$ cat src/rtl/hsp_pkg.sv
// ---------------------------------------------------------------------------
// hsp_pkg: shared types and arithmetic helpers for the HSL palette scaler
// Sideband record, divider step and constant dividers by 255 and 60.
// ---------------------------------------------------------------------------
package hsp_pkg;

    localparam int DivStages = 4;

    // Hue sector base, picked by the channel that holds the maximum
    typedef enum logic [1:0] {
        BASE_RED   = 2'd0,
        BASE_GREEN = 2'd1,
        BASE_BLUE  = 2'd2
    } t_base;

    // Per-item data that rides alongside the divider
    typedef struct packed {
        logic [7:0] idx;
        logic       last;
        logic       gray;
        logic [7:0] red;
        logic [8:0] sum;
        logic       hneg;
        t_base      hbase;
    } t_side;

    // Partial state of one restoring division
    typedef struct packed {
        logic [7:0] rem;
        logic [7:0] low;
        logic [7:0] quo;
    } t_dstep;

    // Two restoring division steps (two quotient bits)
    function automatic t_dstep div_two(input t_dstep s, input logic [7:0] den);
        t_dstep     o;
        logic [8:0] t;
        o = s;
        for (int k = 0; k < 2; k++) begin
            t     = {o.rem, o.low[7]};
            o.low = {o.low[6:0], 1'b0};
            if (t >= {1'b0, den}) begin
                t     = t - {1'b0, den};
                o.quo = {o.quo[6:0], 1'b1};
            end else begin
                o.quo = {o.quo[6:0], 1'b0};
            end
            o.rem = t[7:0];
        end
        return o;
    endfunction

    // floor(x / 255) for x below 2^18: reciprocal estimate, one correction
    function automatic logic [9:0] div255(input logic [17:0] x);
        logic [26:0] prod;
        logic [9:0]  q;
        logic [17:0] r;
        prod = {9'd0, x} + {1'b0, x, 8'd0};
        q    = prod[25:16];
        r    = x - ({q, 8'd0} - {8'd0, q});
        if (r >= 18'd255) begin
            q = q + 10'd1;
        end
        return q;
    endfunction

    // Signed x / 60 truncating toward zero, |x| below 2^17
    function automatic logic signed [11:0] div60s(input logic signed [17:0] x);
        logic [16:0] mag;
        logic [14:0] y;
        logic [31:0] prod;
        logic [10:0] q;
        logic [14:0] r;
        mag  = x[17] ? 17'(-x) : x[16:0];
        y    = mag[16:2];
        prod = {17'd0, y} * 32'd4369;
        q    = prod[26:16];
        r    = y - 15'(q * 11'd15);
        if (r >= 15'd15) begin
            q = q + 11'd1;
        end
        return x[17] ? -$signed({1'b0, q}) : $signed({1'b0, q});
    endfunction

endpackage

$ cat src/rtl/hsl_palette_scaler.sv
// ---------------------------------------------------------------------------
// hsl_palette_scaler: per-color hue, saturation and lightness scaling
// RGB to integer HSL, scale each by a factor over 255, back to RGB.
// ---------------------------------------------------------------------------
// Usage:
//   Input channel (i_in_valid / o_in_ready) takes one palette color with its
//   index and last mark; output channel (o_out_valid / i_out_ready) returns
//   the adjusted color with index and last mark unchanged.
//   Scales are written on the plain write port: index 0 hue, 1 saturation,
//   2 lightness; other indexes are ignored. Write only while idle.
//   Throughput: one color per cycle while the output is not stalled; the
//   pipeline is 13 register stages and the saturation and hue quotients
//   come from a 4-stage twin divider.
//   Reset clears all valid bits and sets every scale to 255.
//   When the receiver stalls, the whole pipeline holds in place and
//   o_in_ready drops; nothing is lost or repeated.
// ---------------------------------------------------------------------------
module hsl_palette_scaler (
    input  logic       i_clk,
    input  logic       i_rst_n,
    input  logic       i_in_valid,
    output logic       o_in_ready,
    input  logic [7:0] i_color_index,
    input  logic       i_last_in_range,
    input  logic [7:0] i_src_red,
    input  logic [7:0] i_src_green,
    input  logic [7:0] i_src_blue,
    output logic       o_out_valid,
    input  logic       i_out_ready,
    output logic [7:0] o_out_index,
    output logic       o_out_last,
    output logic [7:0] o_out_red,
    output logic [7:0] o_out_green,
    output logic [7:0] o_out_blue,
    input  logic       i_cfg_we,
    input  logic [1:0] i_cfg_idx,
    input  logic [7:0] i_cfg_data
);

    localparam logic [1:0] RegHue   = 2'd0;
    localparam logic [1:0] RegSat   = 2'd1;
    localparam logic [1:0] RegLight = 2'd2;

    typedef enum logic [1:0] {
        RGN_UP   = 2'd0,
        RGN_HI   = 2'd1,
        RGN_DOWN = 2'd2,
        RGN_LO   = 2'd3
    } t_rgn;

    logic en;
    assign en         = !o_out_valid || i_out_ready;
    assign o_in_ready = en;

    // Configuration registers
    logic [7:0] r_hue_scale, r_sat_scale, r_light_scale;
    always_ff @(posedge i_clk) begin
        if (!i_rst_n) begin
            r_hue_scale   <= 8'd255;
            r_sat_scale   <= 8'd255;
            r_light_scale <= 8'd255;
        end else if (i_cfg_we) begin
            unique case (i_cfg_idx)
                RegHue:   r_hue_scale   <= i_cfg_data;
                RegSat:   r_sat_scale   <= i_cfg_data;
                RegLight: r_light_scale <= i_cfg_data;
                default:  ;
            endcase
        end
    end

    // Valid bits of stages outside the divider
    logic r_va, r_vb, r_vc, r_vd, r_ve, r_vf, r_vg, r_vh, r_vi;
    logic w_vdiv;

    // ---- Stage A: capture request
    logic [7:0] r_a_idx, r_a_r, r_a_g, r_a_b;
    logic       r_a_last;
    always_ff @(posedge i_clk) begin
        if (en) begin
            r_a_idx  <= i_color_index;
            r_a_last <= i_last_in_range;
            r_a_r    <= i_src_red;
            r_a_g    <= i_src_green;
            r_a_b    <= i_src_blue;
        end
    end

    // ---- Stage B: max, min, divider operands
    logic [7:0]  a_hi, a_lo, a_diff;
    logic [8:0]  a_sum, a_inv;
    logic [8:0]  a_hd;
    logic [7:0]  a_hmag;
    logic [15:0] a_num_s, a_num_h;
    logic [7:0]  a_den_s, a_den_h;
    hsp_pkg::t_side a_side;

    always_comb begin
        a_hi   = (r_a_r > r_a_g) ? r_a_r : r_a_g;
        a_hi   = (a_hi > r_a_b) ? a_hi : r_a_b;
        a_lo   = (r_a_r < r_a_g) ? r_a_r : r_a_g;
        a_lo   = (a_lo < r_a_b) ? a_lo : r_a_b;
        a_diff = a_hi - a_lo;
        a_sum  = {1'b0, a_hi} + {1'b0, a_lo};
        a_inv  = 9'd510 - a_sum;
        a_side.idx  = r_a_idx;
        a_side.last = r_a_last;
        a_side.gray = (a_diff == 8'd0);
        a_side.red  = r_a_r;
        a_side.sum  = a_sum;
        if (r_a_r == a_hi) begin
            a_hd         = {1'b0, r_a_g} - {1'b0, r_a_b};
            a_side.hbase = hsp_pkg::BASE_RED;
        end else if (r_a_g == a_hi) begin
            a_hd         = {1'b0, r_a_b} - {1'b0, r_a_r};
            a_side.hbase = hsp_pkg::BASE_GREEN;
        end else begin
            a_hd         = {1'b0, r_a_r} - {1'b0, r_a_g};
            a_side.hbase = hsp_pkg::BASE_BLUE;
        end
        a_side.hneg = a_hd[8];
        a_hmag      = a_hd[8] ? 8'(-a_hd) : a_hd[7:0];
        a_num_h     = {2'd0, a_hmag, 6'd0} - {6'd0, a_hmag, 2'd0};
        a_num_s     = {a_diff, 8'd0} - {8'd0, a_diff};
        a_den_s     = (a_sum <= 9'd255) ? a_sum[7:0] : a_inv[7:0];
        a_den_h     = a_diff;
        // Grey colors skip the divide; keep operands harmless
        if (a_side.gray) begin
            a_num_s = 16'd0;
            a_num_h = 16'd0;
            a_den_s = 8'd1;
            a_den_h = 8'd1;
        end
    end

    hsp_pkg::t_side r_b_side;
    logic [15:0]    r_b_num_s, r_b_num_h;
    logic [7:0]     r_b_den_s, r_b_den_h;
    always_ff @(posedge i_clk) begin
        if (en) begin
            r_b_side  <= a_side;
            r_b_num_s <= a_num_s;
            r_b_num_h <= a_num_h;
            r_b_den_s <= a_den_s;
            r_b_den_h <= a_den_h;
        end
    end

    // ---- Divider stages
    hsp_pkg::t_side w_d_side;
    logic [7:0]     w_qs, w_qh;

    hsp_div u_div (
        .i_clk   (i_clk),
        .i_rst_n (i_rst_n),
        .i_en    (en),
        .i_valid (r_vb),
        .i_side  (r_b_side),
        .i_num_s (r_b_num_s),
        .i_den_s (r_b_den_s),
        .i_num_h (r_b_num_h),
        .i_den_h (r_b_den_h),
        .o_valid (w_vdiv),
        .o_side  (w_d_side),
        .o_quo_s (w_qs),
        .o_quo_h (w_qh)
    );

    // ---- Stage C: hue in degrees, wrapped to 0..359
    logic signed [9:0] d_h;
    logic [8:0]        d_hw;
    always_comb begin
        case (w_d_side.hbase)
            hsp_pkg::BASE_GREEN: d_h = 10'sd120;
            hsp_pkg::BASE_BLUE:  d_h = 10'sd240;
            default:             d_h = 10'sd0;
        endcase
        d_h  = w_d_side.hneg ? d_h - $signed({2'b0, w_qh}) : d_h + $signed({2'b0, w_qh});
        d_hw = d_h[9] ? 9'(d_h + 10'sd360) : d_h[8:0];
    end

    hsp_pkg::t_side r_c_side;
    logic [8:0]     r_c_h;
    logic [7:0]     r_c_s;
    always_ff @(posedge i_clk) begin
        if (en) begin
            r_c_side <= w_d_side;
            r_c_h    <= d_hw;
            r_c_s    <= w_qs;
        end
    end

    // ---- Stage D: apply scales
    hsp_pkg::t_side r_d_side;
    logic [16:0]    r_d_ph, r_d_pl;
    logic [15:0]    r_d_ps, r_d_pg;
    always_ff @(posedge i_clk) begin
        if (en) begin
            r_d_side <= r_c_side;
            r_d_ph   <= r_c_h * r_hue_scale;
            r_d_ps   <= r_c_s * r_sat_scale;
            r_d_pl   <= r_c_side.sum * r_light_scale;
            r_d_pg   <= r_c_side.red * r_light_scale;
        end
    end

    // ---- Stage E: divide products by 255
    logic [9:0] e_h, e_s, e_l, e_g;
    assign e_h = hsp_pkg::div255({1'b0, r_d_ph});
    assign e_s = hsp_pkg::div255({2'b0, r_d_ps});
    assign e_l = hsp_pkg::div255({1'b0, r_d_pl});
    assign e_g = hsp_pkg::div255({2'b0, r_d_pg});

    hsp_pkg::t_side r_e_side;
    logic [8:0]     r_e_h, r_e_l;
    logic [7:0]     r_e_s, r_e_grey;
    always_ff @(posedge i_clk) begin
        if (en) begin
            r_e_side <= r_d_side;
            r_e_h    <= e_h[8:0];
            r_e_s    <= e_s[7:0];
            r_e_l    <= e_l[8:0];
            r_e_grey <= e_g[7:0];
        end
    end

    // ---- Stage F: upper level numerator
    logic       f_high;
    logic [8:0] f_fac;
    assign f_high = (r_e_l > 9'd255);
    assign f_fac  = f_high ? 9'(9'd255 - {1'b0, r_e_s}) : 9'(9'd255 + {1'b0, r_e_s});

    hsp_pkg::t_side r_f_side;
    logic [17:0]    r_f_num;
    logic           r_f_high;
    logic [8:0]     r_f_h, r_f_l;
    logic [7:0]     r_f_s, r_f_grey;
    always_ff @(posedge i_clk) begin
        if (en) begin
            r_f_side <= r_e_side;
            r_f_num  <= r_e_l * f_fac;
            r_f_high <= f_high;
            r_f_h    <= r_e_h;
            r_f_l    <= r_e_l;
            r_f_s    <= r_e_s;
            r_f_grey <= r_e_grey;
        end
    end

    // ---- Stage G: upper level, hue angles per channel
    logic [9:0] g_q;
    logic [9:0] g_m2;
    logic [9:0] g_ar, g_ab;
    always_comb begin
        g_q  = hsp_pkg::div255({1'b0, r_f_num[17:1]});
        g_m2 = r_f_high ? g_q + {2'b0, r_f_s} : g_q;
        g_ar = {1'b0, r_f_h} + 10'd120;
        if (g_ar > 10'd360) begin
            g_ar = g_ar - 10'd360;
        end
        g_ab = (r_f_h < 9'd120) ? {1'b0, r_f_h} + 10'd240 : {1'b0, r_f_h} - 10'd120;
    end

    hsp_pkg::t_side r_g_side;
    logic [9:0]     r_g_m2;
    logic [8:0]     r_g_l;
    logic [8:0]     r_g_ang [3];
    logic [7:0]     r_g_grey;
    always_ff @(posedge i_clk) begin
        if (en) begin
            r_g_side   <= r_f_side;
            r_g_m2     <= g_m2;
            r_g_l      <= r_f_l;
            r_g_ang[0] <= g_ar[8:0];
            r_g_ang[1] <= r_f_h;
            r_g_ang[2] <= g_ab[8:0];
            r_g_grey   <= r_f_grey;
        end
    end

    // ---- Stage H: lower level, region and slope product per channel
    logic signed [11:0] h_m1, h_dd;
    logic [5:0]         h_t   [3];
    t_rgn               h_rgn [3];
    always_comb begin
        h_m1 = $signed({3'b0, r_g_l}) - $signed({2'b0, r_g_m2});
        h_dd = $signed({2'b0, r_g_m2}) - h_m1;
        for (int c = 0; c < 3; c++) begin
            if (r_g_ang[c] < 9'd60) begin
                h_rgn[c] = RGN_UP;
                h_t[c]   = r_g_ang[c][5:0];
            end else if (r_g_ang[c] < 9'd180) begin
                h_rgn[c] = RGN_HI;
                h_t[c]   = 6'd0;
            end else if (r_g_ang[c] < 9'd240) begin
                h_rgn[c] = RGN_DOWN;
                h_t[c]   = 6'(9'd240 - r_g_ang[c]);
            end else begin
                h_rgn[c] = RGN_LO;
                h_t[c]   = 6'd0;
            end
        end
    end

    hsp_pkg::t_side     r_h_side;
    logic signed [11:0] r_h_m1;
    logic [9:0]         r_h_m2;
    logic signed [17:0] r_h_prod [3];
    t_rgn               r_h_rgn  [3];
    logic [7:0]         r_h_grey;
    always_ff @(posedge i_clk) begin
        if (en) begin
            r_h_side <= r_g_side;
            r_h_m1   <= h_m1;
            r_h_m2   <= r_g_m2;
            r_h_grey <= r_g_grey;
            for (int c = 0; c < 3; c++) begin
                r_h_prod[c] <= 18'(h_dd * $signed({1'b0, h_t[c]}));
                r_h_rgn[c]  <= h_rgn[c];
            end
        end
    end

    // ---- Stage I: blend and output register
    logic signed [11:0] i_ch [3];
    always_comb begin
        for (int c = 0; c < 3; c++) begin
            case (r_h_rgn[c]) inside
                RGN_UP, RGN_DOWN: i_ch[c] = r_h_m1 + hsp_pkg::div60s(r_h_prod[c]);
                RGN_HI:           i_ch[c] = $signed({2'b0, r_h_m2});
                default:          i_ch[c] = r_h_m1;
            endcase
        end
    end

    logic [7:0] r_o_idx, r_o_red, r_o_green, r_o_blue;
    logic       r_o_last;
    always_ff @(posedge i_clk) begin
        if (en) begin
            r_o_idx   <= r_h_side.idx;
            r_o_last  <= r_h_side.last;
            r_o_red   <= r_h_side.gray ? r_h_grey : i_ch[0][7:0];
            r_o_green <= r_h_side.gray ? r_h_grey : i_ch[1][7:0];
            r_o_blue  <= r_h_side.gray ? r_h_grey : i_ch[2][7:0];
        end
    end

    // Advance valid bits along the pipeline
    always_ff @(posedge i_clk) begin
        if (!i_rst_n) begin
            r_va <= 1'b0;
            r_vb <= 1'b0;
            r_vc <= 1'b0;
            r_vd <= 1'b0;
            r_ve <= 1'b0;
            r_vf <= 1'b0;
            r_vg <= 1'b0;
            r_vh <= 1'b0;
            r_vi <= 1'b0;
        end else if (en) begin
            r_va <= i_in_valid;
            r_vb <= r_va;
            r_vc <= w_vdiv;
            r_vd <= r_vc;
            r_ve <= r_vd;
            r_vf <= r_ve;
            r_vg <= r_vf;
            r_vh <= r_vg;
            r_vi <= r_vh;
        end
    end

    assign o_out_valid = r_vi;
    assign o_out_index = r_o_idx;
    assign o_out_last  = r_o_last;
    assign o_out_red   = r_o_red;
    assign o_out_green = r_o_green;
    assign o_out_blue  = r_o_blue;

`ifndef SYNTH
    // A grey source leaves the pipeline with three equal channels
    a_grey_equal: assert property (@(posedge i_clk) disable iff (!i_rst_n)
        (en && r_vh && r_h_side.gray) |=>
            (o_out_red == o_out_green && o_out_green == o_out_blue))
        else $error("grey color produced unequal channels");

    // Nothing emerges in the cycle after reset
    a_reset_empty: assert property (@(posedge i_clk)
        $past(!i_rst_n) |-> !o_out_valid)
        else $error("valid output right after reset");

    // A stalled output freezes the divider hand-off
    a_stall_hold: assert property (@(posedge i_clk) disable iff (!i_rst_n)
        (!en) |=> $stable(r_vc) && $stable(r_c_h))
        else $error("pipeline moved during stall");
`endif

endmodule

$ cat src/rtl/hsp_div.sv
// ---------------------------------------------------------------------------
// hsp_div: twin pipelined restoring divider, 16-bit by 8-bit
// Saturation and hue quotients, two bits per stage, sideband carried along.
// ---------------------------------------------------------------------------
module hsp_div (
    input  logic                 i_clk,
    input  logic                 i_rst_n,
    input  logic                 i_en,
    input  logic                 i_valid,
    input  hsp_pkg::t_side       i_side,
    input  logic [15:0]          i_num_s,
    input  logic [7:0]           i_den_s,
    input  logic [15:0]          i_num_h,
    input  logic [7:0]           i_den_h,
    output logic                 o_valid,
    output hsp_pkg::t_side       o_side,
    output logic [7:0]           o_quo_s,
    output logic [7:0]           o_quo_h
);

    logic             r_vld  [hsp_pkg::DivStages];
    hsp_pkg::t_side   r_side [hsp_pkg::DivStages];
    hsp_pkg::t_dstep  r_st_s [hsp_pkg::DivStages];
    hsp_pkg::t_dstep  r_st_h [hsp_pkg::DivStages];
    logic [7:0]       r_den_s[hsp_pkg::DivStages];
    logic [7:0]       r_den_h[hsp_pkg::DivStages];

    // Quotient fits 8 bits, so the high byte starts as the remainder
    hsp_pkg::t_dstep  w_init_s, w_init_h;
    assign w_init_s = '{rem: i_num_s[15:8], low: i_num_s[7:0], quo: 8'd0};
    assign w_init_h = '{rem: i_num_h[15:8], low: i_num_h[7:0], quo: 8'd0};

    // Advance valid bits
    always_ff @(posedge i_clk) begin
        if (!i_rst_n) begin
            for (int k = 0; k < hsp_pkg::DivStages; k++) begin
                r_vld[k] <= 1'b0;
            end
        end else if (i_en) begin
            r_vld[0] <= i_valid;
            for (int k = 1; k < hsp_pkg::DivStages; k++) begin
                r_vld[k] <= r_vld[k-1];
            end
        end
    end

    // Advance division state, two quotient bits per stage
    always_ff @(posedge i_clk) begin
        if (i_en) begin
            r_side[0]  <= i_side;
            r_den_s[0] <= i_den_s;
            r_den_h[0] <= i_den_h;
            r_st_s[0]  <= hsp_pkg::div_two(w_init_s, i_den_s);
            r_st_h[0]  <= hsp_pkg::div_two(w_init_h, i_den_h);
            for (int k = 1; k < hsp_pkg::DivStages; k++) begin
                r_side[k]  <= r_side[k-1];
                r_den_s[k] <= r_den_s[k-1];
                r_den_h[k] <= r_den_h[k-1];
                r_st_s[k]  <= hsp_pkg::div_two(r_st_s[k-1], r_den_s[k-1]);
                r_st_h[k]  <= hsp_pkg::div_two(r_st_h[k-1], r_den_h[k-1]);
            end
        end
    end

    assign o_valid = r_vld[hsp_pkg::DivStages-1];
    assign o_side  = r_side[hsp_pkg::DivStages-1];
    assign o_quo_s = r_st_s[hsp_pkg::DivStages-1].quo;
    assign o_quo_h = r_st_h[hsp_pkg::DivStages-1].quo;

endmodule
$ cat config.mk
export PLATFORM = sky130hd
export DESIGN_NAME = hsl_palette_scaler
export DESIGN_NICKNAME = d
export VERILOG_FILES = /design/src/rtl/hsp_pkg.sv /design/src/rtl/hsl_palette_scaler.sv /design/src/rtl/hsp_div.sv
export SDC_FILE = /design/constraint.sdc
export NUM_CORES = 2
export LEC_CHECK = 0
export ABC_CLOCK_PERIOD_IN_PS = 29600
export BUFFER_PORTS_ARGS = -buffer_cell sky130_fd_sc_hd__buf_2
export CAP_MARGIN = 20
export CELL_PAD_IN_SITES_DETAIL_PLACEMENT = 1
export CELL_PAD_IN_SITES_GLOBAL_PLACEMENT = 2
export CORE_UTILIZATION = 32
export DETAILED_ROUTE_END_ITERATION = 8
export HOLD_SLACK_MARGIN = 0.1
export PLACE_DENSITY_LB_ADDON = 0.3
export SLEW_MARGIN = 20
export SYNTH_ARGS = -nofsm -noshare
export SYNTH_HDL_FRONTEND = slang
export SYNTH_SLANG_ARGS = --single-unit
export TNS_END_PERCENT = 50
$ cat constraint.sdc
create_clock -name i_clk -period 29.6 [get_ports i_clk]
set_input_delay 2.96 -clock i_clk [delete_from_list [all_inputs] [get_ports i_clk]]
set_output_delay 2.96 -clock i_clk [all_outputs]
set_load 0.01 [all_outputs]
* Word-level counts from Yosys, hierarchy flattened
Memory sizes are Yosys's and may differ from the RTL's. A register that Yosys moved wholly into a read port is not among the register bits.
Cells that the tools add are included.
W data, S select, Z words.
** Storage, ports and cells
- Bits in writable memories :: 451
- Bits in registers :: 465
- Memories kept :: 9
- Output and inout port bits :: 35
- Bits of input ports :: 48
** Memories
- u_div.r_side :: depth 4, bits a word 30, rd ports 4, clocked after Yosys merged registers in 0, write ports 4, line hsp_div.sv:22 : hsp_pkg::t_side r_side [hsp_pkg::DivStages];
- u_div.r_st_h :: depth 4, bits a word 22, rd ports 4, clocked after Yosys merged registers in 0, write ports 4, line hsp_div.sv:24 : hsp_pkg::t_dstep r_st_h [hsp_pkg::DivStages];
- u_div.r_st_s :: depth 4, bits a word 22, rd ports 4, clocked after Yosys merged registers in 1, write ports 4, line hsp_div.sv:23 : hsp_pkg::t_dstep r_st_s [hsp_pkg::DivStages];
- r_h_prod :: depth 3, bits a word 18, rd ports 3, clocked after Yosys merged registers in 0, write ports 3, line hsl_palette_scaler.sv:308 : logic signed [17:0] r_h_prod [3];
- u_div.r_den_h :: depth 4, bits a word 8, rd ports 3, clocked after Yosys merged registers in 0, write ports 4, line hsp_div.sv:26 : logic [7:0] r_den_h[hsp_pkg::DivStages];
- u_div.r_den_s :: depth 4, bits a word 8, rd ports 3, clocked after Yosys merged registers in 0, write ports 4, line hsp_div.sv:25 : logic [7:0] r_den_s[hsp_pkg::DivStages];
- 3 more memories
** Operators by class
- Bitwise logic cells :: 4
- $lt $le $gt $ge :: 41
- Add/subtract/negate cells :: 75
- Multiplexer cells :: 125
- Reduce and logical (&&, ||, !) cells :: 14
- Eq/ne operators :: 12
- $mul :: 14
** Operator list (count)
- $mux W8 :: 66
- $ge A9 B8 Y1 :: 16
- $sub A8 B8 Y8 :: 17
- $ge A18 B8 Y1 const B :: 5
- $mul A15 B13 Y27 const B :: 3
- $add A17 B25 Y26 :: 3
- $mux W9 :: 8
- $lt A9 B8 Y1 const B :: 6
- $mul A12 B7 Y18 :: 3
- $mux W6 :: 9
- $sub A17 B18 Y18 :: 3
- $sub A18 B10 Y18 :: 3
- $mux W17 :: 3
- $neg A17 Y17 :: 3
- $add A16 B24 Y25 :: 2
- $ge A15 B4 Y1 const B :: 3
- $mul A11 B4 Y15 const B :: 3
- $sub A15 B15 Y15 :: 3
- $add A8 B1 Y8 const B :: 5
- $sub A16 B18 Y18 :: 2
- $sub A17 B9 Y18 :: 2
- $mul A9 B8 Y17 :: 2
- $mul A8 B8 Y16 :: 2
- $neg A8 Y8 :: 4
- other kinds (43) :: 109

* Depth between registers and ports, before layout
An unclocked memory read counts as a cell.
- Depth after elaboration :: 14
- Mapped depth :: 57
- Depth with buffers taken out :: 56

* Cells and area by module
A second synthesis with hierarchy kept.
** Unflattened totals
- Cells, all modules :: 7666
- Area total of the unflattened synthesis :: 77132.7 µm²
** By module, submodules not included
- hsl_palette_scaler :: sequential area each 16215.6 µm², area an instance 62139.6 µm², times used 1, cells an instance 6507
- hsp_div :: sequential area each 8498.2 µm², area an instance 14993.1 µm², times used 1, cells an instance 1159

* Worst setup path before layout
OpenSTA, ideal clock, no wires.
- Kind :: input port to output port
- Start :: input i_out_ready
- End :: output o_in_ready
- Stages on the path :: 3
- Path buffers :: 1
- Data required time :: 26640 ps
- Slack :: 2010 ps
- Arrival time :: 24630 ps
- Path through :: nor2b_1 > inv_1 > clkbuf_1
** Between the ends
- Cells in the longest elaborated chain, start to end :: 1
** Ends and longest elaborated chain
- from (decl) :: line hsl_palette_scaler.sv:29 : input logic i_out_ready,
- $logic_or A1 B1 Y1 :: line hsl_palette_scaler.sv:52 : assign en = !o_out_valid || i_out_ready;
- to (decl) :: line hsl_palette_scaler.sv:22 : output logic o_in_ready,
Every way passes these cells.

==> results.json <==
{
  "ys_seq_area_frac": 0.3231,
  "wl_um": 187600,
  "cts_tree": "built",
  "worst_slew_pin_slew_ns": 1.206,
  "post-route-util": 0.3544,
  "min_path_type": "register to register",
  "cp-start-kind": "register",
  "grt_pass1_wl_um": 302400,
  "postRouteAntennaNets": 0,
  "finalWeightedCongestion": 0.8354,
  "cts_buffers": 101,
  "drtIter0Drc": 2104,
  "cts-resized-gates": 0,
  "slew_violations": 0,
  "drc_errors": 0,
  "hpwl_um": 150600,
  "clock-sinks": 826,
  "crit_buf_inv": 4,
  "wl_per_cell_um": 17.37,
  "post_cts_buffers": 0,
  "clk_latency_ns": 0.77,
  "status": "complete, no violations",
  "finClkSkew_ns": 0.07076,
  "reg2reg_to": "o_out_blue[7]",
  "max_slew_margin": 0.1933,
  "cts.path.max_buffers": 3,
  "synthTopCellsByCount": "inv_1 (1058), ha_1 (1038), edfxtp_1 (790)",
  "min_period_ns": 14.28,
  "via_per_inst": 4.862,
  "htree_levels": 3,
  "use_met3": 0.02154,
  "hold_depth": 0,
  "clock.fmax_ghz": 0.07005,
  "async_reset_ff_frac": 0,
  "synth_flop_cell": "edfxtp_1",
  "endpoint_kind": "register",
  "slowest_delay_ns": 0.61,
  "synth.distinct_cells": 98,
  "min_to": "r_h_side[27]",
  "start_util": 0.3217,
  "vias": 52525,
  "r2r_slack_ns": 15.32,
  "maxCapViolCount": 0,
  "path_clk_slew_ns": 0.06,
  "firstDrtPassIters": 7,
  "grtUsageTotal": 0.1583,
  "regToRegStartpoint": "r_h_prod[0][38]",
  "final.fill_count": 26499,
  "cts_hold_buf": 0,
  "met2_usage": 0.2768,
  "rsz0062_at_grt": "no",
  "die_y_um": 488.2,
  "synth_top_area_frac": 0.3136,
  "crit_required_ns": 30.07,
  "syn_nets": 9005,
  "yosysMostFrequentCell": "inv_1",
  "synth_area_um2": 75660,
  "yosysWarnings": 0,
  "fin_nets": 9104,
  "crit_top_cell": "ha_1",
  "period_share": 0.4823,
  "crit_type": "register to register",
  "path_depth": 53,
  "netlist_instances": 7462,
  "antenna_found_initial": 12,
  "synth_seq_cells": 826,
  "holdCritStartpoint": "r_g_side[27]",
  "setup_viol": 0,
  "avgSynthCellArea_um2": 10.14,
  "path_max_fanout": 15,
  "final_cell_area_um2": 83340,
  "r2r_cells": 53,
  "root_buffer": "clkbuf_16",
  "synth_edf_count": 790,
  "use_met1": 0.2024,
  "synth.top_cells.by_area": "edfxtp_1 (31%), ha_1 (17%), fa_1 (12%), xnor2_1 (5.4%), inv_1 (5.2%)",
  "rows": 178,
  "overflow": 0,
  "arrival_ns": 14.74,
  "numPortBuffers": 82,
  "finalSetupTns_ns": 0,
  "slowest_stage": "or4_1",
  "hold_violations": 0,
  "io_pins": 83,
  "drive_gt1_frac": 0.05739,
  "grt_max_degree": 189,
  "grt_pass1_vias": 56514,
  "grt_most_used_layer": "met2",
  "area_delta_synth_final_pct": 10.16,
  "dpl_cell_area_um2": 79920,
  "core_um2": 235200,
  "synth_top_area_cell": "edfxtp_1",
  "path_delay_family": "compound AO/OA/AOI/OAI gates",
  "dieArea_um2": 238400,
  "die_w_um": 488.2
}
flip-flops by register name, summed over array words and instances (netlist names), 10 cells and up:
signal / count
r_b_num_h: 13
r_b_num_s: 16
r_b_side: 30
r_c_side: 27
r_d_pg: 16
r_d_ph: 17
r_d_pl: 17
r_d_ps: 16
r_d_side: 10
r_e_side: 10
r_f_num: 17
r_f_side: 10
r_g_ang: 21
r_g_m2: 10
r_g_side: 10
r_h_prod: 54
r_h_side: 10
u_div.r_den_h: 24
u_div.r_den_s: 21
u_div.r_side: 120
u_div.r_st_h: 50
u_div.r_st_s: 56
logic make-up after synthesis:
kind of cell	count (synthesis)	share of synthesized area
other	1	0.00004957
xor gates and xnor gates	644	0.07574
muxes	142	0.01993
and+or+nand+nor	1893	0.1219
adders and majority gates	1502	0.2935
AOI/OAI and AO/OA	1251	0.1060
DFF	826	0.3231
buffers and inverters	1203	0.05977
worst max path at each step:
stage               slack, ns       startpoint       endpoint
detailed placement      15.27  r_h_prod[0][38]  o_out_blue[7]
finish                  15.32  r_h_prod[0][38]  o_out_blue[7]
global route            14.15  r_h_prod[0][38]  o_out_blue[7]
CTS                     15.18  r_h_prod[0][38]  o_out_blue[7]
floorplan                2.01      i_out_ready     o_in_ready
global placement        15.37  r_h_prod[0][38]  o_out_blue[7]
placed cells by master (no fill, tap or decap), types with 21 or more instances in the layout:
| cell type | instances |
|---|---|
| edfxtp_1 | 790 |
| o31ai_1 | 33 |
| dfxtp_1 | 36 |
| a21oi_1 | 351 |
| o21a_1 | 55 |
| nand2b_1 | 105 |
| xnor2_1 | 466 |
| nor3_1 | 78 |
| o21ai_0 | 304 |
| or2_2 | 27 |
| a21boi_0 | 46 |
| or3_1 | 21 |
| and3_1 | 36 |
| nor2_1 | 482 |
| nand4_1 | 46 |
| mux2_2 | 66 |
| clkbuf_16 | 101 |
| a211oi_1 | 26 |
| nor2b_1 | 107 |
| buf_2 | 82 |
| buf_4 | 45 |
| a21o_1 | 121 |
| ha_1 | 1038 |
| nand2_1 | 564 |
| mux2i_1 | 75 |
| nor4_1 | 27 |
| nand3_1 | 86 |
| inv_1 | 1057 |
| o21bai_1 | 83 |
| fa_1 | 457 |
| clkinv_2 | 23 |
| and2_1 | 225 |
| xor2_1 | 168 |
final cells by class:
class | instances | area, µm² | share of cell area
antenna | 4 | 10.01 | 0.0001201
clock buffer | 119 | 2625 | 0.03150
clock inverter | 72 | 725.7 | 0.008707
inverter | 1068 | 4016 | 0.04819
multi-input combinational | 5433 | 46740 | 0.5608
sequential | 826 | 24440 | 0.2933
tap | 3150 | 3941 | 0.04729
timing repair buffer | 131 | 843.3 | 0.01012
layer usage:
layer  vias up  share of wire
met2       512           0.48
met1     26006           0.46
met5         -        0.00043
li1      25746              -
met3       249          0.028
met4        12          0.027
per-stage QoR:
stage | setup WS (ns) | hold slack, ns | cells
final | 15.32 | 0.3753 | 10803
after global placement | 15.37 | 0.4007 | 10606
after detailed placement | 15.27 | 0.4052 | 10606
after floorplan | 2.010 | 0.4003 | 7462
after global routing | 14.15 | 0.3789 | 10800
after CTS | 15.18 | 0.3731 | 10797
Power is not shown: default switching activity piles up to over one toggle a cycle in this logic, so the estimate is an artifact.
